==> src/rtl/crtl_ram.sv <==
// ----------------------------------------------------------------------------
// crtl_ram: generic simple dual-port RAM
// One write port and one read port; read data is registered.
// ----------------------------------------------------------------------------
module crtl_ram #(
	parameter int WIDTH = 8,
	parameter int DEPTH = 16,
	localparam int AW = (DEPTH > 1) ? $clog2(DEPTH) : 1
) (
	input  logic             clk,
	input  logic             we,
	input  logic [AW-1:0]    waddr,
	input  logic [WIDTH-1:0] wdata,
	input  logic             re,
	input  logic [AW-1:0]    raddr,
	output logic [WIDTH-1:0] rdata
);

	logic [WIDTH-1:0] mem_q [DEPTH];

	// Write port and registered read port.
	always_ff @(posedge clk) begin
		if (we) begin
			mem_q[waddr] <= wdata;
		end
		if (re) begin
			rdata <= mem_q[raddr];
		end
	end

endmodule
==> config.mk <==
export PLATFORM = sky130hd
export DESIGN_NAME = crtl_ram
export DESIGN_NICKNAME = d
export VERILOG_FILES = /design/src/rtl/crtl_ram.sv
export SDC_FILE = /design/constraint.sdc
export NUM_CORES = 1
export LEC_CHECK = 0
export BUFFER_PORTS_ARGS = -buffer_cell sky130_fd_sc_hd__clkbuf_2
export CAP_MARGIN = 20
export CORE_MARGIN = 1.5
export CORE_UTILIZATION = 40
export CTS_CLUSTER_DIAMETER = 50
export DETAILED_ROUTE_END_ITERATION = 10
export PLACE_DENSITY_LB_ADDON = 0.3
export SKIP_CTS_REPAIR_TIMING = 1
export SLEW_MARGIN = 20
export SYNTH_ARGS = -nofsm -noshare
export SYNTH_HDL_FRONTEND = slang
export SYNTH_SLANG_ARGS = --single-unit
==> constraint.sdc <==
create_clock -name clk -period 1.8 [get_ports clk]
set_clock_uncertainty 0.1 [all_clocks]
set_input_delay 0.27 -clock clk [delete_from_list [all_inputs] [get_ports clk]]
set_output_delay 0.27 -clock clk [all_outputs]
set_load 0.03 [all_outputs]
==> results.json <==
{
  "run_status": "finished, final reports clean",
  "cap_violations": 0,
  "hold_class": "in -> reg",
  "chipHeight_um": 117,
  "clockBufferDepth": 2,
  "gp_congestion": 0.763,
  "synth-simple-area-share_pct": 3.14,
  "rsz0062_at_grt": "false",
  "synth.most_common_cell": "edfxtp_1",
  "worstPathCellList": "mux4_2, a22oi_1, buf_4, nand2_1",
  "vdd_drop_max_v": 0.000617,
  "r2r_end": "rdata[4]$_DFFE_PP_",
  "postSynthCellCount": 229,
  "synth_mux_area_share_pct": 14.8,
  "slew_headroom_pct": 45.7,
  "drive_gt1_share_pct": 34.6,
  "cp_max_fo": 1,
  "insertion_delay_ns": 0.40,
  "maxSlewViolCount": 0,
  "cts_buffers": 17,
  "syn_nets": 248,
  "synth_edf_count": 136,
  "critical_path.endpoint": "rdata[4]$_DFFE_PP_",
  "rrSetupSlack_ns": 0.17,
  "via_per_inst": 5.23,
  "synth_seq_cells": 136,
  "r2r_start": "mem_q[3][4]$_DFFE_PP_",
  "period_needed_ns": 1.63,
  "synth_ff_type": "edfxtp_1",
  "yosysUniqueCellTypes": 18,
  "grt_pass1_vias": 2648,
  "drt_pass1_iterations": 4,
  "dieArea_mm2": 0.0138,
  "synth-xor-area-share_pct": 0,
  "top_level_ports": 27,
  "syn_area_mm2": 0.00523,
  "critPathLaunch": "mem_q[3][4]$_DFFE_PP_",
  "worst_pin_slew_ns": 0.811,
  "finalPower_mw": 7.11,
  "netlist.area_leader.share_pct": 78.1,
  "coreArea_mm2": 0.0127,
  "ys_seq_area_share_pct": 78.1,
  "synthAdderAreaFrac_pct": 0,
  "max_stage_delay_ns": 0.47,
  "power_per_cell_area_mw_per_mm2": 1120,
  "grt_pass1_wl_um": 15300,
  "finalHoldViolations": 0,
  "area_growth_syn_to_layout_pct": 21.0,
  "grt_usage_pct": 15.6,
  "setup_viol": 0,
  "cts_root_buffer": "clkbuf_16",
  "arrival_ns": 1.68,
  "synth_area_leader_cell": "edfxtp_1",
  "cts_tree": "yes",
  "first_iter_violations": 239,
  "routed_wl_um": 9830,
  "diodes": 0,
  "core.rowCount": 41,
  "grt-ovfl-total": 0,
  "ant_nets": 0,
  "vias": 2514,
  "critPathKind": "reg -> reg",
  "fmax_mhz": 614,
  "start_util_pct": 41.3,
  "crit_required_ns": 1.85,
  "crit_path_top_delay_cell": "mux4_2",
  "drc": 0,
  "clkSinkCount": 136,
  "port_buffers": 26,
  "worstSetupEndpointType": "flop",
  "leakagePower_nw": 2.17,
  "synth_top_family_by_area": "multiplexers",
  "antenna_found_initial": 0,
  "rr_worst_depth": 4,
  "yosys_warnings": 0,
  "die_x_um": 117,
  "final_nets": 317,
  "syn_area_per_cell_um2": 22.8,
  "synth_common_cells": "136 x edfxtp_1, 18 x mux4_2, 16 x a22oi_1, 14 x mux4_1, 13 x nor2_1",
  "critPathLaunchType": "flop",
  "fin_hold_ws_ns": 0.150,
  "grt_max_degree": 26,
  "synth-compound-area-share_pct": 2.30,
  "fin_crit_sh_pct": 90.5,
  "synth_area_leaders": "edfxtp_1 78%, mux4_2 7.8%, mux4_1 7.0%, a22oi_1 2.3%, nor2_1 0.93%",
  "path_clk_slew_ns": 0.06,
  "dp_hpwl_um": 6320,
  "htree_num_levels": 4,
  "wl_per_cell_um": 20.4,
  "async_reset_ff_share_pct": 0
}
==> metal layers <==
layer | vias up | GRT usage [%] | share of wire, %
met3 | 12 | 3.21 | 7.6
li1 | 1117 | - | -
met1 | 1289 | 21.0 | 42
met2 | 96 | 24.4 | 49
met4 | 0 | 7.64 | 1.4
met5 | - | 0 | 0
==> report_power, final <==
part | leakage [nW] | internal, mW | switching [mW]
registers | 1.24 | 3.57 | 0.0153
logic | 0.668 | 0.159 | 0.220
clock network | 0.270 | 1.98 | 1.16
total | 2.17 | 5.71 | 1.39
==> stage by stage <==
step | instance area, um^2 | cells | setup WS [ns] | setup TNS [ns] | utilization, %
3_3_place_gp | 5780 | 451 | -0.212 | -0.906 | 45.7
2_1_floorplan | 5230 | 229 | 0.148 | 0 | -
5_1_grt | 6320 | 481 | 0.124 | 0 | 49.9
3_5_place_dp | 5780 | 451 | -0.261 | -1.01 | 45.7
4_1_cts | 6320 | 481 | 0.172 | 0 | 49.9
6_report | 6320 | 481 | 0.171 | 0 | 49.9
==> worst min-delay path by stage <==
stage,endpoint,start,cells after the start,slack [ns]
final,rdata[2]$_DFFE_PP_,re,1,0.15
after floorplan,mem_q[0][0]$_DFFE_PP_,wdata[0],0,0.27
after detailed placement,rdata[6]$_DFFE_PP_,re,1,0.56
after global routing,rdata[2]$_DFFE_PP_,re,1,0.15
after global placement,rdata[6]$_DFFE_PP_,re,1,0.55
after CTS,rdata[6]$_DFFE_PP_,re,1,0.13
==> layout by cell type (no fill, tap or decap), types with 7 or more instances in the layout <==
cell type and count:
edfxtp_1 136, buf_4 31, clkbuf_2 26, mux4_2 18, clkbuf_16 17, a22oi_1 16
mux4_1 14, nor2_1 13, nand2_1 9, clkinv_2 7
==> cells by family (layout without fill, tap and decap cells) <==
logic type / after synthesis / after routing
AOI/OAI and AO/OA: 16 / 16
buffers and inverters: 10 / 90
DFF: 136 / 136
muxes: 32 / 32
and+or+nand+nor: 35 / 35
==> critical path, delay by kind of cell (launching register included) <==
| kind | cells | cell delay [ns] |
|---|---|---|
| compound gates | 1 | 0.24 |
| mux | 1 | 0.47 |
| flops | 1 | 0.36 |
| simple gates | 1 | 0.04 |
| buf+inv | 1 | 0.16 |
==> cell type report <==
cell class | count | area [um^2]
sequential | 136 | 4080
clock inverter | 13 | 114
multi-input combinational | 83 | 1060
timing repair buffer | 60 | 423
tap | 172 | 215
fill | 1008 | 6350
clock buffer | 17 | 425
==> registers in the layout, indices dropped and copies added, names as in the netlist <==
name,cells
mem_q,128
rdata,8
Note: power is estimated with default switching activity, not from simulation.
